[config.mk]
export PLATFORM = sky130hd
export DESIGN_NAME = ubx_nav_pvt_deframer
export DESIGN_NICKNAME = d
export VERILOG_FILES = /design/src/hdl/ubx_pkg.sv /design/src/hdl/ubx_nav_pvt_deframer.sv /design/src/hdl/ubx_ram.sv /design/src/hdl/ubx_ctrl.sv /design/src/hdl/ubx_dp.sv
export SDC_FILE = /design/constraint.sdc
export NUM_CORES = 1
export LEC_CHECK = 0
export BUFFER_PORTS_ARGS = -buffer_cell sky130_fd_sc_hd__buf_4
export CAP_MARGIN = 20
export CELL_PAD_IN_SITES_DETAIL_PLACEMENT = 0
export CELL_PAD_IN_SITES_GLOBAL_PLACEMENT = 1
export CORE_ASPECT_RATIO = 1.2
export CORE_MARGIN = 10
export CORE_UTILIZATION = 45
export CTS_CLUSTER_DIAMETER = 200
export DETAILED_ROUTE_END_ITERATION = 7
export HOLD_SLACK_MARGIN = 0.02
export PLACE_DENSITY = 0.77
export SETUP_SLACK_MARGIN = 0.1
export SYNTH_ARGS = -nofsm -noshare
export SYNTH_HDL_FRONTEND = slang
export SYNTH_SLANG_ARGS = --single-unit
[constraint.sdc]
create_clock -name clock -period 3.1 [get_ports clock]
set_input_delay 0.155 -clock clock [delete_from_list [all_inputs] [get_ports clock]]
set_output_delay 0.155 -clock clock [all_outputs]
set_load 0.01 [all_outputs]
[src/hdl/ubx_pkg.sv]
`default_nettype none

package ubx_pkg;

   localparam logic [7:0]  SYNC_FIRST   = 8'hB5;
   localparam logic [7:0]  SYNC_SECOND  = 8'h62;
   localparam logic [7:0]  NAV_CLASS    = 8'h01;
   localparam logic [7:0]  PVT_ID       = 8'h07;
   localparam logic [15:0] PVT_LEN      = 16'd92;
   localparam logic [7:0]  MIN_FIX      = 8'd2;
   localparam logic [6:0]  FIX_TYPE_OFF = 7'd20;
   localparam logic [6:0]  FLAGS_OFF    = 7'd21;
   localparam logic [4:0]  LAST_FIELD   = 5'd31;
   localparam logic [5:0]  FIX_INDEX    = 6'd32;

   localparam logic [1:0]  SIZE_1 = 2'd0;
   localparam logic [1:0]  SIZE_2 = 2'd1;
   localparam logic [1:0]  SIZE_4 = 2'd3;

   typedef struct packed {
      logic [6:0] off;
      logic [1:0] size_m1;
      logic       sgn;
   } field_desc_type;

   typedef struct packed {
      logic clear;
      logic sum_clear;
      logic ld_class;
      logic ld_id;
      logic ld_len_lo;
      logic ld_len_hi;
      logic pay_wr;
      logic emit_start;
      logic rd_en;
      logic acc_cap;
      logic byte_next;
      logic field_next;
      logic out_load_field;
      logic out_load_fix;
   } ctrl_cmd_type;

   typedef struct packed {
      logic is_sync1;
      logic is_sync2;
      logic len_zero;
      logic len_over;
      logic pay_last;
      logic cka_ok;
      logic ckb_good;
      logic fld_last_byte;
      logic fld_last;
      logic out_taken;
   } dp_status_type;

   function automatic field_desc_type field_desc(input logic [4:0] k);
      field_desc_type d;
      unique case (k)
         5'd0:    d = '{7'd0,  SIZE_4, 1'b0};
         5'd1:    d = '{7'd4,  SIZE_2, 1'b0};
         5'd2:    d = '{7'd6,  SIZE_1, 1'b0};
         5'd3:    d = '{7'd7,  SIZE_1, 1'b0};
         5'd4:    d = '{7'd8,  SIZE_1, 1'b0};
         5'd5:    d = '{7'd9,  SIZE_1, 1'b0};
         5'd6:    d = '{7'd10, SIZE_1, 1'b0};
         5'd7:    d = '{7'd11, SIZE_1, 1'b0};
         5'd8:    d = '{7'd12, SIZE_4, 1'b0};
         5'd9:    d = '{7'd16, SIZE_4, 1'b1};
         5'd10:   d = '{7'd20, SIZE_1, 1'b0};
         5'd11:   d = '{7'd21, SIZE_1, 1'b0};
         5'd12:   d = '{7'd22, SIZE_1, 1'b0};
         5'd13:   d = '{7'd23, SIZE_1, 1'b0};
         5'd14:   d = '{7'd24, SIZE_4, 1'b1};
         5'd15:   d = '{7'd28, SIZE_4, 1'b1};
         5'd16:   d = '{7'd32, SIZE_4, 1'b1};
         5'd17:   d = '{7'd36, SIZE_4, 1'b1};
         5'd18:   d = '{7'd40, SIZE_4, 1'b0};
         5'd19:   d = '{7'd44, SIZE_4, 1'b0};
         5'd20:   d = '{7'd48, SIZE_4, 1'b1};
         5'd21:   d = '{7'd52, SIZE_4, 1'b1};
         5'd22:   d = '{7'd56, SIZE_4, 1'b1};
         5'd23:   d = '{7'd60, SIZE_4, 1'b1};
         5'd24:   d = '{7'd64, SIZE_4, 1'b1};
         5'd25:   d = '{7'd68, SIZE_4, 1'b0};
         5'd26:   d = '{7'd72, SIZE_4, 1'b0};
         5'd27:   d = '{7'd76, SIZE_2, 1'b0};
         5'd28:   d = '{7'd78, SIZE_1, 1'b0};
         5'd29:   d = '{7'd84, SIZE_4, 1'b1};
         5'd30:   d = '{7'd88, SIZE_2, 1'b1};
         5'd31:   d = '{7'd90, SIZE_2, 1'b0};
         default: d = '{7'd0,  SIZE_4, 1'b0};
      endcase
      return d;
   endfunction

endpackage

`default_nettype wire

[src/hdl/ubx_nav_pvt_deframer.sv]
// UBX deframer with NAV-PVT field decoder.
// The req channel carries one received byte per beat. The parser hunts for the
// sync pair, reads class, id and length, stores the payload in a 92-byte RAM and
// checks the 8-bit Fletcher checksum. Frames that fail the check, are too long or
// are not NAV-PVT produce no output.
// req_tready is high while the parser hunts for sync or receives a frame.
// After the beat that carries CK_B of a good NAV-PVT frame, req_tready drops and
// the block reads the payload RAM a byte at a time (address, then data),
// sending 33 rsp beats: fields 0 to 31 on tuser, then the valid-fix flag with
// tlast set. The parser takes no new byte until the last beat is taken.
// Each rsp beat waits in the output register until rsp_tready is high; a stall
// simply holds the beat and delays the rest of the run.
// Synchronous reset returns the parser to the sync hunt and drops rsp_tvalid.
// The payload RAM is not cleared; only bytes of the current frame are read.
`default_nettype none

module ubx_nav_pvt_deframer
   import ubx_pkg::*;
#(
   parameter int PAYLOAD_BYTES = 92
) (
   input  logic        clock,
   input  logic        reset,
   input  logic        req_tvalid,
   output logic        req_tready,
   input  logic [7:0]  req_tdata,   // [7:0] rx_byte
   output logic        rsp_tvalid,
   input  logic        rsp_tready,
   output logic [39:0] rsp_tdata,   // [32:0] field_value, [39:33] zero
   output logic [5:0]  rsp_tuser,   // [5:0] field_index
   output logic        rsp_tlast
);

   ctrl_cmd_type  cmd;
   dp_status_type sts;

   ubx_ctrl u_ctrl (
      .clock     (clock),
      .reset     (reset),
      .req_tvalid(req_tvalid),
      .req_tready(req_tready),
      .sts       (sts),
      .cmd       (cmd)
   );

   ubx_dp #(
      .PAYLOAD_BYTES(PAYLOAD_BYTES)
   ) u_dp (
      .clock     (clock),
      .reset     (reset),
      .rx_byte   (req_tdata),
      .cmd       (cmd),
      .sts       (sts),
      .rsp_tready(rsp_tready),
      .rsp_tvalid(rsp_tvalid),
      .rsp_tdata (rsp_tdata),
      .rsp_tuser (rsp_tuser),
      .rsp_tlast (rsp_tlast)
   );

endmodule

`default_nettype wire

[src/hdl/ubx_ram.sv]
`default_nettype none

module ubx_ram #(
   parameter int WIDTH = 8,
   parameter int DEPTH = 92
) (
   input  logic                     clock,
   input  logic                     wr_en,
   input  logic [$clog2(DEPTH)-1:0] wr_addr,
   input  logic [WIDTH-1:0]         wr_data,
   input  logic                     rd_en,
   input  logic [$clog2(DEPTH)-1:0] rd_addr,
   output logic [WIDTH-1:0]         rd_data
);

   logic [WIDTH-1:0] mem_ff [DEPTH];
   logic [WIDTH-1:0] rd_data_ff;

   always_ff @(posedge clock) begin
      if (wr_en) begin
         mem_ff[wr_addr] <= wr_data;
      end
      if (rd_en) begin
         rd_data_ff <= mem_ff[rd_addr];
      end
   end

   assign rd_data = rd_data_ff;

endmodule

`default_nettype wire

[src/hdl/ubx_ctrl.sv]
`default_nettype none

module ubx_ctrl
   import ubx_pkg::*;
(
   input  logic          clock,
   input  logic          reset,
   input  logic          req_tvalid,
   output logic          req_tready,
   input  dp_status_type sts,
   output ctrl_cmd_type  cmd
);

   localparam logic [3:0] ST_SYNC1    = 4'd0;
   localparam logic [3:0] ST_SYNC2    = 4'd1;
   localparam logic [3:0] ST_CLASS    = 4'd2;
   localparam logic [3:0] ST_ID       = 4'd3;
   localparam logic [3:0] ST_LEN_LO   = 4'd4;
   localparam logic [3:0] ST_LEN_HI   = 4'd5;
   localparam logic [3:0] ST_PAYLOAD  = 4'd6;
   localparam logic [3:0] ST_CK_A     = 4'd7;
   localparam logic [3:0] ST_CK_B     = 4'd8;
   localparam logic [3:0] ST_EMIT_RD  = 4'd9;
   localparam logic [3:0] ST_EMIT_ACC = 4'd10;
   localparam logic [3:0] ST_EMIT_OUT = 4'd11;
   localparam logic [3:0] ST_EMIT_FIX = 4'd12;

   logic [3:0] state_ff;
   logic [3:0] state_in;
   logic       take;

   assign req_tready = (state_ff <= ST_CK_B);
   assign take       = req_tvalid && req_tready;

   always_comb begin
      state_in = state_ff;
      cmd      = '0;
      unique case (state_ff)
         ST_SYNC1: begin
            if (take && sts.is_sync1) begin
               state_in = ST_SYNC2;
            end
         end
         ST_SYNC2: begin
            if (take) begin
               if (sts.is_sync2) begin
                  cmd.sum_clear = 1'b1;
                  state_in      = ST_CLASS;
               end else if (!sts.is_sync1) begin
                  state_in = ST_SYNC1;
               end
            end
         end
         ST_CLASS: begin
            if (take) begin
               cmd.ld_class = 1'b1;
               state_in     = ST_ID;
            end
         end
         ST_ID: begin
            if (take) begin
               cmd.ld_id = 1'b1;
               state_in  = ST_LEN_LO;
            end
         end
         ST_LEN_LO: begin
            if (take) begin
               cmd.ld_len_lo = 1'b1;
               state_in      = ST_LEN_HI;
            end
         end
         ST_LEN_HI: begin
            if (take) begin
               cmd.ld_len_hi = 1'b1;
               if (sts.len_zero) begin
                  state_in = ST_CK_A;
               end else if (sts.len_over) begin
                  cmd.clear = 1'b1;
                  state_in  = ST_SYNC1;
               end else begin
                  state_in = ST_PAYLOAD;
               end
            end
         end
         ST_PAYLOAD: begin
            if (take) begin
               cmd.pay_wr = 1'b1;
               if (sts.pay_last) begin
                  state_in = ST_CK_A;
               end
            end
         end
         ST_CK_A: begin
            if (take) begin
               if (sts.cka_ok) begin
                  state_in = ST_CK_B;
               end else begin
                  cmd.clear = 1'b1;
                  state_in  = ST_SYNC1;
               end
            end
         end
         ST_CK_B: begin
            if (take) begin
               cmd.clear = 1'b1;
               if (sts.ckb_good) begin
                  cmd.emit_start = 1'b1;
                  state_in       = ST_EMIT_RD;
               end else begin
                  state_in = ST_SYNC1;
               end
            end
         end
         ST_EMIT_RD: begin
            cmd.rd_en = 1'b1;
            state_in  = ST_EMIT_ACC;
         end
         ST_EMIT_ACC: begin
            if (sts.fld_last_byte) begin
               cmd.out_load_field = 1'b1;
               state_in           = ST_EMIT_OUT;
            end else begin
               cmd.acc_cap   = 1'b1;
               cmd.byte_next = 1'b1;
               state_in      = ST_EMIT_RD;
            end
         end
         ST_EMIT_OUT: begin
            if (sts.out_taken) begin
               if (sts.fld_last) begin
                  cmd.out_load_fix = 1'b1;
                  state_in         = ST_EMIT_FIX;
               end else begin
                  cmd.field_next = 1'b1;
                  state_in       = ST_EMIT_RD;
               end
            end
         end
         ST_EMIT_FIX: begin
            if (sts.out_taken) begin
               state_in = ST_SYNC1;
            end
         end
         default: begin
            cmd.clear = 1'b1;
            state_in  = ST_SYNC1;
         end
      endcase
   end

   always_ff @(posedge clock) begin
      if (reset) begin
         state_ff <= ST_SYNC1;
      end else begin
         state_ff <= state_in;
      end
   end

endmodule

`default_nettype wire

[src/hdl/ubx_dp.sv]
`default_nettype none

module ubx_dp
   import ubx_pkg::*;
#(
   parameter int PAYLOAD_BYTES = 92
) (
   input  logic          clock,
   input  logic          reset,
   input  logic [7:0]    rx_byte,
   input  ctrl_cmd_type  cmd,
   output dp_status_type sts,
   input  logic          rsp_tready,
   output logic          rsp_tvalid,
   output logic [39:0]   rsp_tdata,
   output logic [5:0]    rsp_tuser,
   output logic          rsp_tlast
);

   localparam int AW = $clog2(PAYLOAD_BYTES);

   logic [7:0]     msg_class_ff, msg_class_in;
   logic [7:0]     msg_id_ff, msg_id_in;
   logic [15:0]    msg_length_ff, msg_length_in;
   logic [AW-1:0]  byte_count_ff, byte_count_in;
   logic [7:0]     sum_a_ff, sum_a_in;
   logic [7:0]     sum_b_ff, sum_b_in;
   logic [7:0]     fix_type_ff, fix_type_in;
   logic           flag0_ff, flag0_in;
   logic [4:0]     field_ff, field_in;
   logic [1:0]     byte_sel_ff, byte_sel_in;
   logic [31:0]    acc_ff, acc_in;
   logic           out_valid_ff, out_valid_in;
   logic [32:0]    out_value_ff, out_value_in;
   logic [5:0]     out_index_ff, out_index_in;
   logic           out_last_ff, out_last_in;

   logic [7:0]     add_a;
   logic [7:0]     add_b;
   logic           do_sum;
   logic [15:0]    len_full;
   logic [AW:0]    count_next;
   field_desc_type desc;
   logic [AW-1:0]  rd_addr;
   logic [7:0]     rd_data;
   logic [31:0]    word;
   logic [32:0]    ext;

   ubx_ram #(
      .WIDTH(8),
      .DEPTH(PAYLOAD_BYTES)
   ) u_store (
      .clock  (clock),
      .wr_en  (cmd.pay_wr),
      .wr_addr(byte_count_ff),
      .wr_data(rx_byte),
      .rd_en  (cmd.rd_en),
      .rd_addr(rd_addr),
      .rd_data(rd_data)
   );

   assign desc       = field_desc(field_ff);
   assign rd_addr    = AW'(desc.off + {5'd0, byte_sel_ff});
   assign len_full   = {rx_byte, msg_length_ff[7:0]};
   assign count_next = {1'b0, byte_count_ff} + 1'b1;
   assign do_sum     = cmd.ld_class || cmd.ld_id || cmd.ld_len_lo || cmd.ld_len_hi
                       || cmd.pay_wr;
   assign add_a      = sum_a_ff + rx_byte;
   assign add_b      = sum_b_ff + add_a;

   always_comb begin
      word = acc_ff;
      case (byte_sel_ff)
         2'd0:    word[7:0]   = rd_data;
         2'd1:    word[15:8]  = rd_data;
         2'd2:    word[23:16] = rd_data;
         default: word[31:24] = rd_data;
      endcase
      case (desc.size_m1)
         SIZE_1:  ext = {{25{desc.sgn & word[7]}}, word[7:0]};
         SIZE_2:  ext = {{17{desc.sgn & word[15]}}, word[15:0]};
         default: ext = {desc.sgn & word[31], word};
      endcase
   end

   always_comb begin
      sts.is_sync1      = (rx_byte == SYNC_FIRST);
      sts.is_sync2      = (rx_byte == SYNC_SECOND);
      sts.len_zero      = (len_full == 16'd0);
      sts.len_over      = (len_full > 16'(PAYLOAD_BYTES));
      sts.pay_last      = (16'(count_next) >= msg_length_ff)
                          || (count_next >= (AW+1)'(PAYLOAD_BYTES));
      sts.cka_ok        = (rx_byte == sum_a_ff);
      sts.ckb_good      = (rx_byte == sum_b_ff) && (msg_class_ff == NAV_CLASS)
                          && (msg_id_ff == PVT_ID) && (msg_length_ff == PVT_LEN);
      sts.fld_last_byte = (byte_sel_ff == desc.size_m1);
      sts.fld_last      = (field_ff == LAST_FIELD);
      sts.out_taken     = out_valid_ff && rsp_tready;
   end

   always_comb begin
      msg_class_in  = msg_class_ff;
      msg_id_in     = msg_id_ff;
      msg_length_in = msg_length_ff;
      byte_count_in = byte_count_ff;
      sum_a_in      = sum_a_ff;
      sum_b_in      = sum_b_ff;
      fix_type_in   = fix_type_ff;
      flag0_in      = flag0_ff;
      field_in      = field_ff;
      byte_sel_in   = byte_sel_ff;
      acc_in        = acc_ff;
      out_value_in  = out_value_ff;
      out_index_in  = out_index_ff;
      out_last_in   = out_last_ff;
      out_valid_in  = out_valid_ff && !rsp_tready;

      if (do_sum) begin
         sum_a_in = add_a;
         sum_b_in = add_b;
      end
      if (cmd.sum_clear) begin
         sum_a_in = 8'd0;
         sum_b_in = 8'd0;
      end
      if (cmd.ld_class) begin
         msg_class_in = rx_byte;
      end
      if (cmd.ld_id) begin
         msg_id_in = rx_byte;
      end
      if (cmd.ld_len_lo) begin
         msg_length_in = {8'd0, rx_byte};
      end
      if (cmd.ld_len_hi) begin
         msg_length_in = len_full;
         byte_count_in = '0;
      end
      if (cmd.pay_wr) begin
         byte_count_in = count_next[AW-1:0];
         if (7'(byte_count_ff) == FIX_TYPE_OFF) begin
            fix_type_in = rx_byte;
         end
         if (7'(byte_count_ff) == FLAGS_OFF) begin
            flag0_in = rx_byte[0];
         end
      end
      if (cmd.clear) begin
         msg_class_in  = 8'd0;
         msg_id_in     = 8'd0;
         msg_length_in = 16'd0;
         byte_count_in = '0;
         sum_a_in      = 8'd0;
         sum_b_in      = 8'd0;
      end

      if (cmd.emit_start) begin
         field_in    = 5'd0;
         byte_sel_in = 2'd0;
      end
      if (cmd.acc_cap) begin
         acc_in = word;
      end
      if (cmd.byte_next) begin
         byte_sel_in = byte_sel_ff + 2'd1;
      end
      if (cmd.field_next) begin
         field_in    = field_ff + 5'd1;
         byte_sel_in = 2'd0;
      end
      if (cmd.out_load_field) begin
         out_valid_in = 1'b1;
         out_value_in = ext;
         out_index_in = {1'b0, field_ff};
         out_last_in  = 1'b0;
      end
      if (cmd.out_load_fix) begin
         out_valid_in = 1'b1;
         out_value_in = {32'd0, (fix_type_ff >= MIN_FIX) && flag0_ff};
         out_index_in = FIX_INDEX;
         out_last_in  = 1'b1;
      end
   end

   always_ff @(posedge clock) begin
      if (reset) begin
         msg_class_ff  <= 8'd0;
         msg_id_ff     <= 8'd0;
         msg_length_ff <= 16'd0;
         byte_count_ff <= '0;
         sum_a_ff      <= 8'd0;
         sum_b_ff      <= 8'd0;
         field_ff      <= 5'd0;
         byte_sel_ff   <= 2'd0;
         out_valid_ff  <= 1'b0;
      end else begin
         msg_class_ff  <= msg_class_in;
         msg_id_ff     <= msg_id_in;
         msg_length_ff <= msg_length_in;
         byte_count_ff <= byte_count_in;
         sum_a_ff      <= sum_a_in;
         sum_b_ff      <= sum_b_in;
         field_ff      <= field_in;
         byte_sel_ff   <= byte_sel_in;
         out_valid_ff  <= out_valid_in;
      end
   end

   always_ff @(posedge clock) begin
      fix_type_ff  <= fix_type_in;
      flag0_ff     <= flag0_in;
      acc_ff       <= acc_in;
      out_value_ff <= out_value_in;
      out_index_ff <= out_index_in;
      out_last_ff  <= out_last_in;
   end

   assign rsp_tvalid = out_valid_ff;
   assign rsp_tdata  = {7'd0, out_value_ff};
   assign rsp_tuser  = out_index_ff;
   assign rsp_tlast  = out_last_ff;

endmodule

`default_nettype wire

==> results.py <==
metrics = {
    "power": {
        "vdd_drop_max_mv": 0.3800,
        "p_per_area_nw_per_um2": 575.6,
        "power_leakage_nw": 14.38,
        "fin_total_pwr_mw": 24.93,
    },
    "layout": {
        "layout.cells.non_filler": 3532,
        "final_util_pct": 53.54,
        "final_nets": 2475,
        "diodes": 0,
        "syn_to_final_growth_pct": 17.69,
        "drive_gt1_share_pct": 28.74,
        "design_area_sq_um": 43300,
        "fillers": 6266,
    },
    "critical_path": {
        "slowest_delay_ps": 840,
        "r2r_cells": 8,
        "slowest_stage": "fa_4",
        "critical_path.cell_chain": "ha_4 -> fa_4 -> buf_12 -> mux4_2 -> mux4_2 -> a21oi_1 -> nor2_1 -> or4_1",
        "crit_buf_inv": 1,
        "crit_path_start_kind": "flip-flop",
        "crit_top_cell": "mux4_2",
        "worstPathRequired_ps": 3480,
        "critPathArrivalTime_ps": 3630,
        "crit_fanout": 11,
        "cp_top_family": "adder cells",
        "cp.depth": 8,
        "crit_type": "flip-flop to flip-flop",
        "end_kind": "flip-flop",
    },
    "status": {
        "outcome": "finished with violations",
        "violations": "negative setup slack",
    },
    "sta": {
        "setup_viol": 8,
        "timing.hold.ws_ps": 74.13,
        "layout_setup_ws_ps": -153.1,
        "drv_slew": 0,
        "timing.fmax_ghz": 0.3074,
        "relSlewSlack_pct": 37.00,
        "hold_viol": 0,
        "tns_ps": -987.7,
        "period_minus_slack_ps": 3253,
        "finalCritPeriodShare_pct": 104.9,
        "grt_setup_unrepaired": "true",
        "fin_skew_ps": 18.61,
        "worstMarginPinSlew_ps": 945.0,
    },
    "min_path": {
        "hold_depth": 2,
        "hold_class": "input pin to flip-flop",
    },
    "clock_network": {
        "clk_latency_ps": 640,
        "cts_tree": "built",
        "clockBufferDepth": 3,
        "cts-root-buf": "clkbuf_16",
        "clk_pin_slew_ps": 60,
        "cts_sinks": 900,
        "numCtsBuffers": 87,
        "htree_levels": 3,
    },
    "logic_synthesis": {
        "yosysTopAreaCellShare_pct": 64.07,
        "ys_seq_elements": 900,
        "synth_area_leaders": "edfxtp_1 (64%), mux4_2 (13%), dfxtp_1 (6.3%)",
        "seq_area_frac_synth_pct": 70.32,
        "synth.most_common_cell": "edfxtp_1",
        "synthCells": 2144,
        "async_reset_ff_share_pct": 0,
        "postSynthAreaPerCell_sq_um": 17.16,
        "yosysTopAreaCell": "edfxtp_1",
        "synth.distinct_cells": 69,
        "yosys_warnings": 0,
        "synthesis.area_sq_um": 36790,
        "synthTopCellsByCount": "edfxtp_1 (785), mux4_2 (211), nor2_1 (168)",
        "synth-edff-count": 785,
        "synthFlopType": "edfxtp_1",
    },
    "route": {
        "viasPerCell": 5.802,
        "drt_iter0_drc": 2040,
        "totalWireLength_mm": 88.71,
        "drtPass1Iterations": 5,
        "antenna_left": 0,
        "drc": 0,
        "vias": 20490,
        "wl_per_cell_um": 25.12,
    },
    "flow_run": {
        "maxCapViolCount": 0,
    },
    "die": {
        "design.die.area_sq_um": 93650,
        "fp.dieW_um": 281.0,
        "io_pins": 61,
        "initial_core_util_pct": 45.49,
        "core_area_sq_um": 80880,
        "die_h_um": 333.2,
        "core.rowCount": 114,
    },
    "placed_design": {
        "dp_slack_ps": -172.1,
        "port_buffers": 53,
        "dp_hpwl_mm": 58.19,
        "dpl_cell_area_sq_um": 40000,
        "place_congestion": 0.8399,
        "dpl.cell_count": 3349,
    },
    "grt": {
        "grt_pass1_vias": 20980,
        "antenna_found_initial": 3,
        "grtUsageTotal_pct": 18.95,
        "overflow": 0,
        "grt_max_degree": 94,
        "grt_pass1_wl_mm": 134.0,
    },
}
[cells in the final DEF (no fill, tap or decap), drive strengths merged, types with 13 or more instances in the layout]
master,synthesis,final
and3,15,15
buf,52,296
clkinv,0,30
nand2,166,166
edfxtp,785,785
nand4,15,15
mux2i,43,43
a31oi,13,13
nor4,18,18
inv,25,28
o21ai,46,46
nor3,16,16
a311oi,15,15
dfxtp,115,115
mux2,33,33
nand3,48,48
mux4,211,211
ha,41,41
a21oi,86,86
xnor2,30,30
nor2,168,168
clkbuf,74,114
a211oi,21,21
[what timing repair did]
| item | in CTS | in global routing |
|---|---|---|
| cloned | 5 | 0 |
| pin swaps | 3 | 4 |
| endpoints found under the hold margin | 29 | 0 |
| setup buffers | 8 | 2 |
| hold buffers | 10 | 0 |
| setup endpoints to repair | 8 | 64 |
| gates resized for setup | 17 | 24 |
[kinds of logic (layout without fill, tap and decap cells)]
| kind of cell | after synthesis | in the layout | synth area share (%) |
|---|---|---|---|
| AND/OR/NAND/NOR | 494 | 494 | 6.305 |
| buffers and inverters | 151 | 489 | 1.850 |
| AO/OA/AOI/OAI | 225 | 225 | 3.826 |
| flip-flops | 900 | 900 | 70.32 |
| XOR/XNOR | 41 | 41 | 0.9964 |
| adder cells (fa/ha/maj) | 45 | 45 | 1.585 |
| other | 1 | 7 | 0.01019 |
| multiplexers | 287 | 287 | 15.11 |
[power by group]
group | switching [mW] | internal, mW | total (mW)
clock network | 4.47 | 5.90 | 10.4
registers | 0.100 | 13.2 | 13.3
logic | 0.746 | 0.460 | 1.21
[area by class of cell]
class                   count  area [sq um]  area share [%]
repair buffers            306          2764           6.383
well taps                1044          1306           3.017
multi-input cells        1099         10460           24.16
flip-flops and latches    900         25880           59.76
clock buffers             114          2362           5.455
clock inverters            44         437.9           1.011
inverters                  25         93.84          0.2167
[flip-flops by register name, summed over array words and instances (netlist names)]
signal and count:
u_dp.fix_type_ff 7, u_ctrl.state_ff 4, u_dp.acc_ff 32, u_dp.msg_class_ff 8, u_dp.u_store.mem_ff 736, u_dp.rsp_tuser 5, u_dp.flag0_ff 1, u_dp.sum_b_ff 8
u_dp.field_ff 5, u_dp.u_store.rd_data 8, u_dp.rsp_tlast 1, u_dp.msg_length_ff 16, u_dp.out_value_ff 33, u_dp.byte_sel_ff 2, u_dp.sum_a_ff 8, u_dp.rsp_tvalid 1
u_dp.msg_id_ff 8, u_dp.byte_count_ff 7, u_dp.desc 10
[worst reg2reg max path, cell delays in order (launching register included)]
cell	delay [ps]
dfxtp_2	330
ha_4	160
fa_4	840
buf_12	160
mux4_2	300
mux4_2	500
a21oi_1	190
nor2_1	110
or4_1	400
[worst paths after layout]
kind	startpoint	endpoint	slack, ps
setup / recovery	u_dp.byte_sel_ff[0]$_SDFFE_PP0P_	u_dp.u_store.rd_data[6]$_DFFE_PP_	-150
hold reg to reg	u_dp.rsp_tuser[1]$_SDFFE_PP0P_	u_dp.rsp_tuser[1]$_SDFFE_PP0P_	460
hold / removal	req_tdata[4]	u_dp.u_store.mem_ff[8][4]$_DFFE_PP_	70
setup reg to reg	u_dp.byte_sel_ff[0]$_SDFFE_PP0P_	u_dp.u_store.rd_data[6]$_DFFE_PP_	-150
[metal layers]
metal	wire (um)	GRT usage (%)
met5	22	0
met4	2898	7.660
met3	6329	2.906
met2	45060	31.66
met1	34410	24.54
(Power assumes the default switching activity.)
